## config.mk

```make
export PLATFORM = sky130hd
export DESIGN_NAME = shortest_window_k_ones_top
export DESIGN_NICKNAME = d
export VERILOG_FILES = /design/src/design/swk_pkg.sv /design/src/design/swk_ram.sv /design/src/design/swk_track.sv /design/src/design/swk_best.sv /design/src/design/shortest_window_k_ones_top.sv
export SDC_FILE = /design/constraint.sdc
export NUM_CORES = 1
export LEC_CHECK = 0
export BUFFER_PORTS_ARGS = -buffer_cell sky130_fd_sc_hd__buf_2
export CAP_MARGIN = 20
export CORE_MARGIN = 4
export CORE_UTILIZATION = 47
export CTS_CLUSTER_SIZE = 30
export DETAILED_ROUTE_END_ITERATION = 12
export GPL_TIMING_DRIVEN = 0
export PLACE_DENSITY_LB_ADDON = 0.1
export SLEW_MARGIN = 20
export SYNTH_ARGS = -nofsm -noshare
export SYNTH_HDL_FRONTEND = slang
export SYNTH_SLANG_ARGS = --single-unit
```

## constraint.sdc

```tcl
create_clock -name clk_i -period 7.67 [get_ports clk_i]
set_clock_uncertainty 0.15 [all_clocks]
set_input_delay 1.534 -clock clk_i [delete_from_list [all_inputs] [get_ports clk_i]]
set_output_delay 1.534 -clock clk_i [all_outputs]
set_load 0.005 [all_outputs]
```

## src/design/swk_pkg.sv

```systemverilog
package swk_pkg;

  // Field widths fixed by the interface
  localparam int unsigned PosW  = 16;
  localparam int unsigned NeedW = 7;

  // Default depth of the ones ring
  localparam int unsigned MaxOnesDef = 64;

  // Longest counted sequence; later bits are dropped and flagged
  localparam int unsigned MaxLen = 65535;

  // Register map (word index = paddr[2])
  localparam logic RegOnesNeeded = 1'b0;

  // Reset value of the ones_needed register
  localparam logic [NeedW-1:0] OnesNeededRst = NeedW'(1);

  // One accepted bit after the tracking stage
  typedef struct packed {
    logic            last;       // ends the sequence
    logic            cmp;        // candidate window closes on this bit
    logic            k_one;      // window of one one: length is 1
    logic [PosW-1:0] idx;        // position of this bit
    logic [PosW-1:0] pos_after;  // bit count after this bit
    logic            ovf_after;  // overflow flag after this bit
  } swk_item_t;

endpackage

```

## src/design/swk_ram.sv

```systemverilog
module swk_ram #(
  parameter int unsigned Width = 16,
  parameter int unsigned Depth = 64
) (
  input  logic                                    clk_i,
  input  logic                                    we_i,
  input  logic [((Depth > 1) ? $clog2(Depth) : 1)-1:0] waddr_i,
  input  logic [Width-1:0]                        wdata_i,
  input  logic                                    re_i,
  input  logic [((Depth > 1) ? $clog2(Depth) : 1)-1:0] raddr_i,
  output logic [Width-1:0]                        rdata_o
);

  logic [Width-1:0] mem_q [Depth];
  logic [Width-1:0] rdata_q;

  // One write port, one registered read port (read returns old data)
  always_ff @(posedge clk_i) begin
    if (we_i) begin
      mem_q[waddr_i] <= wdata_i;
    end
    if (re_i) begin
      rdata_q <= mem_q[raddr_i];
    end
  end

  assign rdata_o = rdata_q;

endmodule

```

## src/design/swk_track.sv

```systemverilog
module swk_track #(
  parameter int unsigned MaxOnes = swk_pkg::MaxOnesDef
) (
  input  logic                       clk_i,
  input  logic                       rst_ni,
  input  logic                       in_valid_i,
  output logic                       in_ready_o,
  input  logic                       bit_value_i,
  input  logic                       last_bit_i,
  input  logic [swk_pkg::NeedW-1:0]  ones_needed_i,
  input  logic                       advance_i,
  output logic                       item_valid_o,
  output swk_pkg::swk_item_t         item_o,
  output logic [swk_pkg::PosW-1:0]   ring_rdata_o
);
  import swk_pkg::*;

  localparam int unsigned PtrW = (MaxOnes > 1) ? $clog2(MaxOnes) : 1;
  localparam int unsigned CntW = $clog2(MaxOnes + 1);
  localparam int unsigned AW   = ((CntW > NeedW) ? CntW : NeedW) + 1;

  logic [PosW-1:0] pos_q, pos_d;
  logic [PtrW-1:0] ptr_q, ptr_d;
  logic [CntW-1:0] seen_q, seen_d;
  logic            ovf_q, ovf_d;
  logic            valid_q, valid_d;
  swk_item_t       item_q, item_d;

  logic            accept;
  logic            in_range;
  logic            take_one;
  logic [CntW-1:0] seen_next;
  logic [AW-1:0]   k_ext, km1_ext, ptr_ext, seen_ext, back_ext;
  logic            k_ok;
  logic [PtrW-1:0] raddr;

  // Stage slot frees when the next stage takes its word
  assign in_ready_o = !valid_q || advance_i;
  assign accept     = in_valid_i && in_ready_o;

  assign in_range = pos_q < PosW'(MaxLen);
  assign take_one = accept && in_range && bit_value_i;

  assign seen_next = (seen_q < CntW'(MaxOnes)) ? seen_q + CntW'(1) : seen_q;

  // Slot of the one that lies k-1 ones back
  assign k_ext    = AW'(ones_needed_i);
  assign km1_ext  = k_ext - AW'(1);
  assign ptr_ext  = AW'(ptr_q);
  assign seen_ext = AW'(seen_next);
  assign k_ok     = (ones_needed_i != '0) && (k_ext <= AW'(MaxOnes));
  assign back_ext = (ptr_ext >= km1_ext) ? ptr_ext - km1_ext
                                         : ptr_ext + AW'(MaxOnes) - km1_ext;
  assign raddr    = back_ext[PtrW-1:0];

  // Sequence state update
  always_comb begin
    pos_d  = pos_q;
    ptr_d  = ptr_q;
    seen_d = seen_q;
    ovf_d  = ovf_q;
    if (accept) begin
      if (last_bit_i) begin
        pos_d  = '0;
        ptr_d  = '0;
        seen_d = '0;
        ovf_d  = 1'b0;
      end else if (!in_range) begin
        ovf_d = 1'b1;
      end else begin
        pos_d = pos_q + PosW'(1);
        if (bit_value_i) begin
          ptr_d  = (ptr_q == PtrW'(MaxOnes - 1)) ? '0 : ptr_q + PtrW'(1);
          seen_d = seen_next;
        end
      end
    end
  end

  // Word handed to the min stage
  always_comb begin
    valid_d = valid_q;
    if (accept) begin
      valid_d = 1'b1;
    end else if (advance_i) begin
      valid_d = 1'b0;
    end
    item_d.last      = last_bit_i;
    item_d.cmp       = take_one && k_ok && (seen_ext >= k_ext);
    item_d.k_one     = (ones_needed_i == NeedW'(1));
    item_d.idx       = pos_q;
    item_d.pos_after = in_range ? pos_q + PosW'(1) : pos_q;
    item_d.ovf_after = ovf_q || !in_range;
  end

  always_ff @(posedge clk_i or negedge rst_ni) begin
    if (!rst_ni) begin
      pos_q   <= '0;
      ptr_q   <= '0;
      seen_q  <= '0;
      ovf_q   <= 1'b0;
      valid_q <= 1'b0;
    end else begin
      pos_q   <= pos_d;
      ptr_q   <= ptr_d;
      seen_q  <= seen_d;
      ovf_q   <= ovf_d;
      valid_q <= valid_d;
    end
  end

  always_ff @(posedge clk_i) begin
    if (accept) begin
      item_q <= item_d;
    end
  end

  // Ring of one positions; a window of one one reads the slot being written, but its length is taken as 1
  swk_ram #(
    .Width (PosW),
    .Depth (MaxOnes)
  ) u_ring (
    .clk_i   (clk_i),
    .we_i    (take_one),
    .waddr_i (ptr_q),
    .wdata_i (pos_q),
    .re_i    (accept),
    .raddr_i (raddr),
    .rdata_o (ring_rdata_o)
  );

  assign item_valid_o = valid_q;
  assign item_o       = item_q;

endmodule

```

## src/design/swk_best.sv

```systemverilog
module swk_best (
  input  logic                     clk_i,
  input  logic                     rst_ni,
  input  logic                     item_valid_i,
  input  swk_pkg::swk_item_t       item_i,
  input  logic [swk_pkg::PosW-1:0] ring_rdata_i,
  output logic                     advance_o,
  output logic                     out_valid_o,
  input  logic                     out_ready_i,
  output logic                     found_o,
  output logic [swk_pkg::PosW-1:0] min_length_o,
  output logic [swk_pkg::PosW-1:0] seq_length_o,
  output logic                     overflow_o
);
  import swk_pkg::*;

  logic [PosW-1:0] best_q, best_d;
  logic            bv_q, bv_d;
  logic            out_valid_q, out_valid_d;
  logic            found_q;
  logic [PosW-1:0] min_q, seq_q;
  logic            ovf_q;

  logic [PosW-1:0] len;
  logic            better;
  logic            new_bv;
  logic [PosW-1:0] new_best;
  logic            out_free;
  logic            load_out;

  // Candidate length and running minimum
  assign len      = item_i.k_one ? PosW'(1) : item_i.idx - ring_rdata_i + PosW'(1);
  assign better   = item_i.cmp && (!bv_q || (len < best_q));
  assign new_bv   = bv_q || item_i.cmp;
  assign new_best = better ? len : best_q;

  // Only a closing bit needs room in the result register
  assign out_free  = !out_valid_q || out_ready_i;
  assign advance_o = item_valid_i && (!item_i.last || out_free);
  assign load_out  = advance_o && item_i.last;

  always_comb begin
    best_d      = best_q;
    bv_d        = bv_q;
    out_valid_d = out_valid_q;
    if (out_ready_i) begin
      out_valid_d = 1'b0;
    end
    if (advance_o) begin
      if (item_i.last) begin
        best_d      = '1;
        bv_d        = 1'b0;
        out_valid_d = 1'b1;
      end else begin
        best_d = new_best;
        bv_d   = new_bv;
      end
    end
  end

  always_ff @(posedge clk_i or negedge rst_ni) begin
    if (!rst_ni) begin
      best_q      <= '1;
      bv_q        <= 1'b0;
      out_valid_q <= 1'b0;
    end else begin
      best_q      <= best_d;
      bv_q        <= bv_d;
      out_valid_q <= out_valid_d;
    end
  end

  // Result register
  always_ff @(posedge clk_i) begin
    if (load_out) begin
      found_q <= new_bv;
      min_q   <= new_bv ? new_best : '0;
      seq_q   <= item_i.pos_after;
      ovf_q   <= item_i.ovf_after;
    end
  end

  assign out_valid_o  = out_valid_q;
  assign found_o      = found_q;
  assign min_length_o = min_q;
  assign seq_length_o = seq_q;
  assign overflow_o   = ovf_q;

endmodule

```

## src/design/shortest_window_k_ones_top.sv

```systemverilog
// Channel  | Handshake              | Payload
// ---------+------------------------+------------------------------------------
// in       | in_valid_i/in_ready_o  | bit_value_i, last_bit_i
// out      | out_valid_o/out_ready_i| found_o, min_length_o, seq_length_o,
//          |                        | overflow_o
// config   | APB psel/penable       | paddr, pwdata, prdata (ones_needed @ 0x0)
//
// One bit accepted per cycle while no closing bit waits on a full result register;
// a result is registered through the tracking register, then the result register.
// The ring read for the window start is issued on the accept edge; its registered
// data is used together with the tracked word by the result stage.
// A full, stalled result register holds only closing bits; other bits keep
// flowing. Reset is asynchronous and needs no clearing pass.
module shortest_window_k_ones_top #(
  parameter int unsigned MaxOnes = swk_pkg::MaxOnesDef
) (
  input  logic                     clk_i,
  input  logic                     rst_ni,
  // bit stream
  input  logic                     in_valid_i,
  output logic                     in_ready_o,
  input  logic                     bit_value_i,
  input  logic                     last_bit_i,
  // results
  output logic                     out_valid_o,
  input  logic                     out_ready_i,
  output logic                     found_o,
  output logic [swk_pkg::PosW-1:0] min_length_o,
  output logic [swk_pkg::PosW-1:0] seq_length_o,
  output logic                     overflow_o,
  // register port
  input  logic                     psel,
  input  logic                     penable,
  input  logic                     pwrite,
  input  logic [2:0]               paddr,
  input  logic [31:0]              pwdata,
  output logic [31:0]              prdata,
  output logic                     pready
);
  import swk_pkg::*;

  logic [NeedW-1:0] ones_needed_q;
  logic             cfg_wr;
  logic             advance;
  logic             item_valid;
  swk_item_t        item;
  logic [PosW-1:0]  ring_rdata;

  // Register port
  assign pready = 1'b1;
  assign cfg_wr = psel && penable && pwrite && (paddr[2] == RegOnesNeeded);

  always_ff @(posedge clk_i or negedge rst_ni) begin
    if (!rst_ni) begin
      ones_needed_q <= OnesNeededRst;
    end else if (cfg_wr) begin
      ones_needed_q <= pwdata[NeedW-1:0];
    end
  end

  assign prdata = (paddr[2] == RegOnesNeeded) ? 32'(ones_needed_q) : '0;

  swk_track #(
    .MaxOnes (MaxOnes)
  ) u_track (
    .clk_i         (clk_i),
    .rst_ni        (rst_ni),
    .in_valid_i    (in_valid_i),
    .in_ready_o    (in_ready_o),
    .bit_value_i   (bit_value_i),
    .last_bit_i    (last_bit_i),
    .ones_needed_i (ones_needed_q),
    .advance_i     (advance),
    .item_valid_o  (item_valid),
    .item_o        (item),
    .ring_rdata_o  (ring_rdata)
  );

  swk_best u_best (
    .clk_i        (clk_i),
    .rst_ni       (rst_ni),
    .item_valid_i (item_valid),
    .item_i       (item),
    .ring_rdata_i (ring_rdata),
    .advance_o    (advance),
    .out_valid_o  (out_valid_o),
    .out_ready_i  (out_ready_i),
    .found_o      (found_o),
    .min_length_o (min_length_o),
    .seq_length_o (seq_length_o),
    .overflow_o   (overflow_o)
  );

endmodule

```

# --- Yosys cells after proc, flatten, opt, wreduce, memory -nomap -nowiden ---
# Memory sizes are Yosys's and may differ from the RTL's. A register that Yosys moved wholly into a read port is not among the register bits.
# Index checks and enable logic that the tools add are counted.
totals:
  reg_bits: 126
  ramBits: 1024
  in_bits: 44
  word_cells: 93
  memories: 1
op_classes:
  addsub: 9
  n_lt_le_gt_ge: 6
  n_eq_ne: 3
  muxes: 25
  n_bitwise: 1
  reduce_logical: 29
memory_table:
  columns: ["name", "depth", "width", "rd", "rd_ports_with_merged_regs", "wr", "line_no", "source"]
  rows:
  - ["u_track.u_ring.mem_q", 64, 16, 1, 1, 1, "swk_ram.sv:14", "logic [Width-1:0] mem_q [Depth];"]
ops:
  columns: ["cell", "n"]
  rows:
  - ["$mux W16", 5]
  - ["$mux W7", 5]
  - ["$add A16 B1 Y16 const B", 2]
  - ["$mux W6", 5]
  - ["$lt A16 B16 Y1", 1]
  - ["$lt A16 B16 Y1 const B", 1]
  - ["$sub A16 B16 Y16", 1]
  - ["$add A6 B1 Y6 const B", 2]
  - ["$logic_and A1 B1 Y1", 12]
  - ["$sub A6 B6 Y6", 2]
  - ["$mux W1", 10]
  - ["$ge A6 B8 Y1", 1]
  - ["$sub A7 B1 Y8 const B", 1]
  - ["$add A7 B1 Y7 const B", 1]
  - ["$eq A7 B1 Y1 const B", 1]
  - ["$ge A7 B7 Y1", 1]
  - ["$le A7 B7 Y1 const B", 1]
  - ["$lt A7 B7 Y1 const B", 1]
  - ["$reduce_bool A7 Y1", 1]
  - ["$eq A6 B6 Y1 const B", 1]
  - ["$logic_or A1 B1 Y1", 6]
  - ["$reduce_bool A2 Y1", 3]
  - ["$logic_not A1 Y1", 5]
  - ["$reduce_and A3 Y1", 1]
  - ["3 further kinds", 3]

# --- Longest topological paths before layout ---
# Gate-level depths: netlist of run 1.
logic_depth:
  ltp_word: 10
  ltp_mapped: 20

# --- Modules after synthesis ---
# Synthesis of run 1 repeated with hierarchy kept, for this count alone.
hier_totals:
  hier_cells: 2544
  hier_area_um2: 47803.3
by_module_without_submodules:
  columns: ["module", "instances", "cells_each", "area_each_um2", "seq_area_each_um2"]
  rows:
  - ["swk_ram", 1, 1829, 40202.3, 31230.0]
  - ["swk_track", 1, 319, 3545.9, 1856.8]
  - ["swk_best", 1, 346, 3512.1, 1491.4]
  - ["shortest_window_k_ones_top", 1, 50, 543.0, 176.4]

# --- Worst setup path before layout of run 1 ---
# OpenSTA, ideal clock, no wires.
synth_path:
  path_kind: "input -> register"
  startpoint: "input out_ready_i"
  endpoint: "register u_track.ptr_q[3]"
  setup_ps: 121
  arrival_time_ps: 4150
  setup_slack_ps: 3249
  path_stages: 6
  path_buffers: 1
  cell_sequence: "nand4b_1 nand2_1 inv_1 clkbuf_1 o21ai_0 a22o_1"
synth_via:
  elab_chain_len: 6
synth_lines:
  columns: ["item", "line_no", "source"]
  rows:
  - ["from (decl)", "shortest_window_k_ones_top.sv:26", "input logic out_ready_i,"]
  - ["$logic_or A1 B1 Y1", "swk_best.sv:38", "assign out_free = !out_valid_q || out_ready_i;"]
  - ["$logic_or A1 B1 Y1", "swk_best.sv:39", "assign advance_o = item_valid_i && (!item_i.last || out_free);"]
  - ["$logic_and A1 B1 Y1", "swk_best.sv:39", null]
  - ["$logic_or A1 B1 Y1", "swk_track.sv:38", "assign in_ready_o = !valid_q || advance_i;"]
  - ["$logic_and A1 B1 Y1", "swk_track.sv:39", "assign accept = in_valid_i && in_ready_o;"]
  - ["named net u_track.accept", "swk_track.sv:29", "logic accept;"]
  - ["$reduce_and A3 Y1 (no source line)", null, null]
  - ["to (signal assigned)", "swk_track.sv:105", "ptr_q <= ptr_d;"]
  - ["to (decl)", "swk_track.sv:23", "logic [PtrW-1:0] ptr_q, ptr_d;"]
# The timed path passes the listed nets, and every way through them passes these cells.
# A chain may end at the register's enable or synchronous reset.

# --- Final worst setup path of run 1 ---
layout_path:
  startpoint: "register u_track.u_ring.rdata_q[1], in the netlist u_track.u_ring.rdata_o[1] (read register of u_track.u_ring.mem_q)"
  endpoint: "register u_best.min_q[10], in the netlist u_best.min_length_o[10] (data pin)"
layout_via:
  elab_chain_len: 7
layout_lines:
  columns: ["item", "line_no", "source"]
  rows:
  - ["from (decl)", "swk_ram.sv:15", "logic [Width-1:0] rdata_q;"]
  - ["$sub A16 B16 Y16 (*)", "swk_best.sv:32", "assign len = item_i.k_one ? PosW'(1) : item_i.idx - ring_rdata_i + PosW'(1);"]
  - ["$add A16 B1 Y16 (*)", "swk_best.sv:32", null]
  - ["$mux W16 (*)", "swk_best.sv:32", null]
  - ["$lt A16 B16 Y1", "swk_best.sv:33", "assign better = item_i.cmp && (!bv_q || (len < best_q));"]
  - ["$logic_or A1 B1 Y1", "swk_best.sv:33", null]
  - ["$logic_and A1 B1 Y1", "swk_best.sv:33", null]
  - ["$mux W16 (*)", "swk_best.sv:35", "assign new_best = better ? len : best_q;"]
  - ["to (signal assigned)", "swk_best.sv:77", "min_q <= new_bv ? new_best : '0;"]
  - ["to (decl)", "swk_best.sv:21", "logic [PosW-1:0] min_q, seq_q;"]
# Every way passes the cells marked *; elsewhere a longest branch is shown, timed or not.

==> qor.yml, run 1 <==
status:
  status: "completed"
setup_path:
  cp_slowest_cell: "a41oi_2"
  critical-path-top-delay-family: "compound AO/OA/AOI/OAI gates"
  reg2reg_depth: 19
  cp_max_fo: 10
  worstSetupStartpointType: "flip-flop"
  reg2reg_from: "u_track.u_ring.rdata_o[1]"
  r2r_end: "u_best.min_length_o[10]"
  slowest_delay_ns: 0.54
  critical_path_buf_inv_count: 4
  path_cells: "ha_1 -> inv_1 -> ha_1 -> inv_1 -> fa_1 -> nor2b_1 -> o31ai_1 -> a31oi_1 -> a221oi_1 -> mux2i_1 -> inv_1 -> ha_1 -> nand4_1 -> nor2_1 -> nand3_1 -> a41oi_2 -> buf_2 -> mux2i_1 -> nor2_1"
  r2r_setup_slack_ns: 2.29
  arrival_ns: 5.68
  criticalPathCategory: "flip-flop to flip-flop"
  crit_required_ns: 7.96
  endpoint_kind: "flip-flop"
floorplan:
  io_pins: 113
  start_util: 0.477
  core-area_sq_um: 98900
  die_w_um: 325
  die-area_sq_um: 105000
  die_h_um: 325
  rows: 115
grt:
  grt_use_total: 0.212
  grt_pass1_wl_um: 164000
  antenna_found_initial: 3
  grt_pass1_vias: 23800
  grt_max_degree: 73
  grt_overflow: 0
placed_design:
  dp_hpwl_um: 75200
  io_buffers: 58
  gp_congestion: 0.817
clocking:
  cts_tree: "built"
  clock-sinks: 1166
  clkTransAtPathRegs_ns: 0.06
  cts.hold.buffers_added: 0
  clock_latency_ns: 0.71
  ctsLongestPathBuffers: 3
  post-cts-setup-buffers: 0
  numCtsBuffers: 120
  cts_root_buf: "clkbuf_16"
  post_cts_resized: 0
  htree_levels: 3
sta:
  hold_viol: 0
  slew_headroom: 0.210
  worst_slew_pin_slew_ns: 1.18
  rsz0062_at_grt: "no"
  drv_slew: 0
  fin_tns_setup_ns: 0
  min_period_ns: 5.38
  post-route-period-util: 0.702
  setup_viol: 0
  max_freq_ghz: 0.186
routing:
  ant_nets: 0
  avgViaCountPerCell: 5.86
  drcViolationCount: 0
  drtIter0Drc: 2410
  wl_per_cell_um: 28.2
  vias: 23200
  first_pass_iters: 5
  finalWirelength_um: 111000
synth:
  synth_cells: 2277
  synth_compound_area_frac: 0.0221
  synthMuxAreaShare: 0.169
  syn-cell-area_sq_um: 47100
  synth_edf_count: 1110
  synth-seq-cells: 1166
  ys_seq_area_frac: 0.738
  synth_top_area_share: 0.708
  async_flop_share: 0.0480
  synth-main-ff-cell: "edfxtp_1"
  synth_top_family_by_area: "multiplexers"
  yosysWarnings: 0
  synth-xor-area-share: 0.00738
  synthAdderAreaFrac: 0.0173
  avgSynthCellArea_sq_um: 20.7
  yosys.area.top_type: "edfxtp_1"
  synthTopCellsByArea: "edfxtp_1 71%, mux4_2 15%, dfrtp_1 2.1%"
  ys_types: 66
  synthSimpleGateAreaFrac: 0.0267
pwr:
  max-vdd-ir-drop_mv: 0.242
  power.density_nw_per_um2: 370
  p_leak_nw: 18.2
  power_mw: 20.1
cells_and_area:
  nets: 2669
  num_antenna_cells: 0
  drive_above_1_share: 0.311
  num-fill-cells: 7490
  syn_to_final_growth_pct: 15.4
hold_path:
  holdPathEnd: "u_best.seq_length_o[0]"
  min-delay-path-class: "flip-flop to flip-flop"
  min-delay-start: "u_track.item_o[1]"
  holdPathStages: 0
job:
  max_cap_viol_count: 0
-- power breakdown --
| part | internal, mW | switching [mW] |
|---|---|---|
| Combinational | 2.93 | 4.13 |
| Sequential | 7.23 | 0.115 |
| Clock | 3.24 | 2.45 |
| Total | 13.4 | 6.70 |
-- registers in the layout, summed over array words and instances, names as in the netlist --
signal / flops
u_track.item_o: 36
u_track.u_ring.rdata_o: 16
u_track.ovf_q: 1
u_track.u_ring.mem_q: 1024
u_best.out_valid_o: 1
u_best.found_o: 1
u_track.seen_q: 7
u_track.item_valid_o: 1
u_best.overflow_o: 1
u_best.best_q: 16
ones_needed_q: 7
u_best.min_length_o: 16
u_track.ptr_q: 6
u_track.pos_q: 16
u_best.bv_q: 1
u_best.seq_length_o: 16
-- metal layers --
layer	up-vias	wire [um]	global-route usage
met4	2	2750	0.0519
li1	9929	-	-
met1	12400	47300	0.297
met2	652	55100	0.349
met3	171	6200	0.0412
met5	-	13	0
-- synth_stat cells, types with 6 or more instances --
| master | count |
|---|---|
| buf_2 | 33 |
| nor3_1 | 16 |
| nand2b_1 | 7 |
| ha_1 | 62 |
| o22a_1 | 12 |
| xor2_1 | 11 |
| nand3_1 | 16 |
| nand4_1 | 8 |
| or3_1 | 6 |
| o31ai_1 | 6 |
| nand2_1 | 49 |
| buf_4 | 38 |
| nand3b_1 | 6 |
| a21o_1 | 9 |
| mux2i_1 | 64 |
| a31oi_1 | 10 |
| nor2b_1 | 12 |
| mux2_2 | 9 |
| nor2_1 | 113 |
| dfrtp_1 | 39 |
| and4_1 | 6 |
| a21oi_1 | 35 |
| mux4_2 | 320 |
| clkbuf_1 | 50 |
| o21ai_0 | 40 |
| xnor2_1 | 25 |
| dfstp_2 | 17 |
| edfxtp_1 | 1110 |
| inv_1 | 60 |
| and3_1 | 9 |
| a22o_1 | 6 |
-- kinds of logic after synthesis --
kind of cell               after synthesis
AOI/OAI and AO/OA                      158
xor gates and xnor gates                38
adders and majority gates               64
buffers and inverters                  191
DFF                                   1166
muxes                                  393
other                                    2
and+or+nand+nor                        265
-- cell usage in the layout (no fill, tap or decap), drive strengths merged, types with 6 or more instances in the layout --
master | synthesis | routed
a21o | 9 | 9
a21oi | 37 | 37
a22o | 6 | 6
a31oi | 10 | 10
and3 | 9 | 9
and4 | 6 | 6
buf | 80 | 218
bufinv | 0 | 10
clkbuf | 50 | 198
clkinv | 1 | 62
conb | 2 | 26
dfrtp | 39 | 39
dfstp | 17 | 17
edfxtp | 1110 | 1110
ha | 62 | 62
inv | 60 | 63
mux2 | 9 | 9
mux2i | 64 | 64
mux4 | 320 | 320
nand2 | 49 | 49
nand2b | 7 | 7
nand3 | 16 | 16
nand3b | 6 | 6
nand4 | 8 | 8
nor2 | 114 | 114
nor2b | 12 | 12
nor3 | 16 | 16
o21ai | 40 | 40
o22a | 12 | 12
o31ai | 6 | 6
or3 | 6 | 6
xnor2 | 27 | 27
xor2 | 11 | 11
-- how the worst max path moves through the flow --
stage	end	depth (start not counted)	slack, ns	startpoint
CTS	u_track.u_ring.rdata_o[6]	9	2.16	ones_needed_q[0]
finish	u_best.min_length_o[10]	19	2.29	u_track.u_ring.rdata_o[1]
global route	u_best.min_length_o[8]	19	1.79	u_track.u_ring.rdata_o[1]
floorplan	u_track.ptr_q[3]	6	3.25	out_ready_i
detailed placement	u_track.u_ring.rdata_o[6]	9	2.17	ones_needed_q[0]
global placement	u_track.u_ring.mem_q[31][6]	6	1.54	u_track.pos_q[1]
-- layout make-up --
class / count / area [sq um] / area share
Sequential cell: 1166 / 34800 / 0.641
Multi-Input combinational cell: 944 / 11700 / 0.215
Clock inverter: 79 / 738 / 0.0136
Clock buffer: 148 / 3130 / 0.0576
Timing Repair Buffer: 138 / 1420 / 0.0262
Tap cell: 1287 / 1610 / 0.0296
Buffer: 130 / 707 / 0.0130
Inverter: 61 / 229 / 0.00421
-- per-stage QoR --
step	worst slack [ns]	hold WS, ns	utilization	std cells	cell area (sq um)
finish	2.29	0.266	0.550	3953	54400
global route	1.79	0.278	0.550	3953	54400
CTS	2.16	0.263	0.550	3953	54400
detailed placement	2.17	0.256	0.511	3726	50500
global placement	1.54	0.258	0.497	3646	49100
floorplan	3.25	0.250	-	2301	47200
(Power assumes the default switching activity.)
==> run 2: changes to the inputs <==
==> constraint.sdc (replaced) <==
create_clock -name clk_i -period 4.8 [get_ports clk_i]
set_clock_uncertainty 0.15 [all_clocks]
set_input_delay 0.96 -clock clk_i [delete_from_list [all_inputs] [get_ports clk_i]]
set_output_delay 0.96 -clock clk_i [all_outputs]
set_load 0.005 [all_outputs]
==> run 2 against run 1 <==
Net effect:
- worst hold slack got worse by 0.067 ns
- final cell count increased by 0.23%
- non-clock buffer count increased by 9
- cell area increased by 0.37%
- core utilization increased by 0.20 points
- critical endpoint is now u_track.u_ring.rdata_o[6]
- largest cell class unchanged
==> qor.yml, run 2 (synthesized netlist as in run 1, its figures left out) <==
clocking:
  cts_tree: "built"
  cts_root_buf: "clkbuf_16"
  ctsLongestPathBuffers: 3  # unchanged
  clkTransAtPathRegs_ns: 0.06  # about the same
  htree_levels: 3  # unchanged
  clock-sinks: 1166  # unchanged
  numCtsBuffers: 120  # unchanged
  clock_latency_ns: 0.71  # about the same
  cts.hold.buffers_added: 0  # unchanged
job:
  max_cap_viol_count: 0  # unchanged
routing:
  avgViaCountPerCell: 5.84  # -0.27%
  drcViolationCount: 0  # unchanged
  ant_nets: 0  # unchanged
  first_pass_iters: 5  # unchanged
  drtIter0Drc: 2432  # +0.91%
  wl_per_cell_um: 28.2  # about the same
  vias: 23200  # -0.043%
  finalWirelength_um: 112000  # +0.24%
floorplan:
  io_pins: 113  # unchanged
  die_w_um: 325  # unchanged
  start_util: 0.477  # unchanged
  core-area_sq_um: 98900  # unchanged
  die-area_sq_um: 105000  # unchanged
  rows: 115  # unchanged
  die_h_um: 325  # unchanged
cells_and_area:
  regArea_sq_um: 34800  # unchanged
  final_common_cell: "edfxtp_1"
  nets: 2678  # +0.34%
  drive_above_1_share: 0.324  # +0.0132
  largest-register: "u_track.u_ring.mem_q"
  syn_to_final_growth_pct: 15.8
  num-fill-cells: 7474  # -0.21%
  num_antenna_cells: 0  # unchanged
  multi_input_area_sq_um: 11800  # +0.73%
  fin_cells: 3962  # +0.23%
  fin_area_sq_um: 54600  # +0.37%
  largest_reg_flops: 1024  # unchanged
  layout.cells.most_common_list: "1110 x edfxtp_1, 320 x mux4_2, 121 x clkbuf_16"
placed_design:
  place_area_sq_um: 50500  # unchanged
  dp_hpwl_um: 75200  # unchanged
  dp_cells: 3726  # unchanged
  pre_cts_slack_ns: -0.702  # -2.87 ns
  gp_congestion: 0.817  # unchanged
  io_buffers: 58  # unchanged
setup_path:
  worstSetupStartpointType: "flip-flop"
  crit_required_ns: 5.05  # -2.91 ns
  arrival_ns: 4.95  # -0.73 ns
  endpoint_kind: "flip-flop"
  path_cells: "inv_1 -> ha_1 -> fa_1 -> clkbuf_4 -> clkdlybuf4s15_2 -> mux4_2 -> mux4_2 -> mux2i_1 -> mux2i_1"
  slowest_delay_ns: 0.57  # +0.03 ns
  cp_slowest_cell: "dfstp_2"
  critical_path_buf_inv_count: 3  # -1
  criticalPathCategory: "flip-flop to flip-flop"
  cp_max_fo: 10  # unchanged
  critical-path-top-delay-family: "multiplexers"
pwr:
  power.density_nw_per_um2: 591  # +60%
  max-vdd-ir-drop_mv: 0.426  # +76%
  p_leak_nw: 18.4  # +0.74%
grt:
  grt_pass1_vias: 23800  # +0.042%
  grt_pass1_wl_um: 165000  # about the same
  grt_overflow: 0  # unchanged
  antenna_found_initial: 3  # unchanged
  grt_max_degree: 73  # unchanged
  grt_use_total: 0.212  # about the same
hold_path:
  min-delay-path-class: "primary input to asynchronous set/reset pin"
sta:
  drv_slew: 0  # unchanged
  setup_viol: 0  # unchanged
  min_period_ns: 4.70  # -0.681 ns
  max_freq_ghz: 0.213  # +14%
  hold_viol: 0  # unchanged
  post-route-period-util: 0.979  # +0.278
  fin_ws_ns: 0.0994  # -2.19 ns
  slew_headroom: 0.213  # +0.00288
  hold_ws_ns: 0.198  # -0.0675 ns
  worst_slew_pin_slew_ns: 1.18  # -0.00430 ns
status:
  status: "completed"
==> run 2: stage by stage <==
stage	util	power, mW	TNS, ns
floorplan	-	19.1	0
global placement	0.497	23.1	-887.77
detailed placement	0.511	23.3	-19.99
CTS	0.551	32.4	-0.00706
global route	0.552	33.6	-0.00422
finish	0.552	32.3	0
==> run 2: worst paths after layout <==
check,endpoint,slack (ns),cells past startpoint,startpoint
max,u_track.u_ring.rdata_o[6],0.1,9,ones_needed_q[0]
min,ones_needed_q[3],0.20,1,rst_ni
max reg2reg,u_track.u_ring.rdata_o[6],0.1,9,ones_needed_q[0]
min reg2reg,u_best.seq_length_o[0],0.27,0,u_track.item_o[1]
max in group asynchronous,u_track.pos_q[5],3.67,1,rst_ni
min in group clk_i,u_best.seq_length_o[0],0.27,0,u_track.item_o[1]
==> run 2: per-layer routing <==
metal / wire, um / up-vias / global-route usage
met5: 13 / - / 0
met2: 55100 / 638 / 0.349
met4: 2620 / 2 / 0.0519
met1: 47600 / 12400 / 0.297
met3: 6250 / 158 / 0.0412
li1: - / 9936 / -
==> run 2: area by class of cell <==
type,instances,share of cell area
plain buffers,130,0.0137
multi-input cells,944,0.216
clock inverters,79,0.0135
well taps,1287,0.0295
inverters,61,0.00420
clock buffers,148,0.0574
flip-flops and latches,1166,0.638
repair buffers,147,0.0274
==> run 2: worst reg2reg max path, stage by stage (launching register included) <==
cell,delay [ns]
dfstp_2,0.57
inv_1,0.13
ha_1,0.36
fa_1,0.56
clkbuf_4,0.37
clkdlybuf4s15_2,0.54
mux4_2,0.44
mux4_2,0.54
mux2i_1,0.56
mux2i_1,0.20
==> run 2: power breakdown <==
group / switching, mW / internal [mW]
sequential: 0.184 / 11.5
clock: 3.91 / 5.18
combinational: 6.67 / 4.76
==> run 2: repair_timing <==
| item | 4_1_cts | 5_1_grt |
|---|---|---|
| pin swaps | 1 | 3 |
| gates resized for setup | 21 | 25 |
| setup buffers | 2 | 7 |
| endpoints found under the hold margin | 0 | 0 |
| endpoints found under the setup margin | 48 | 52 |
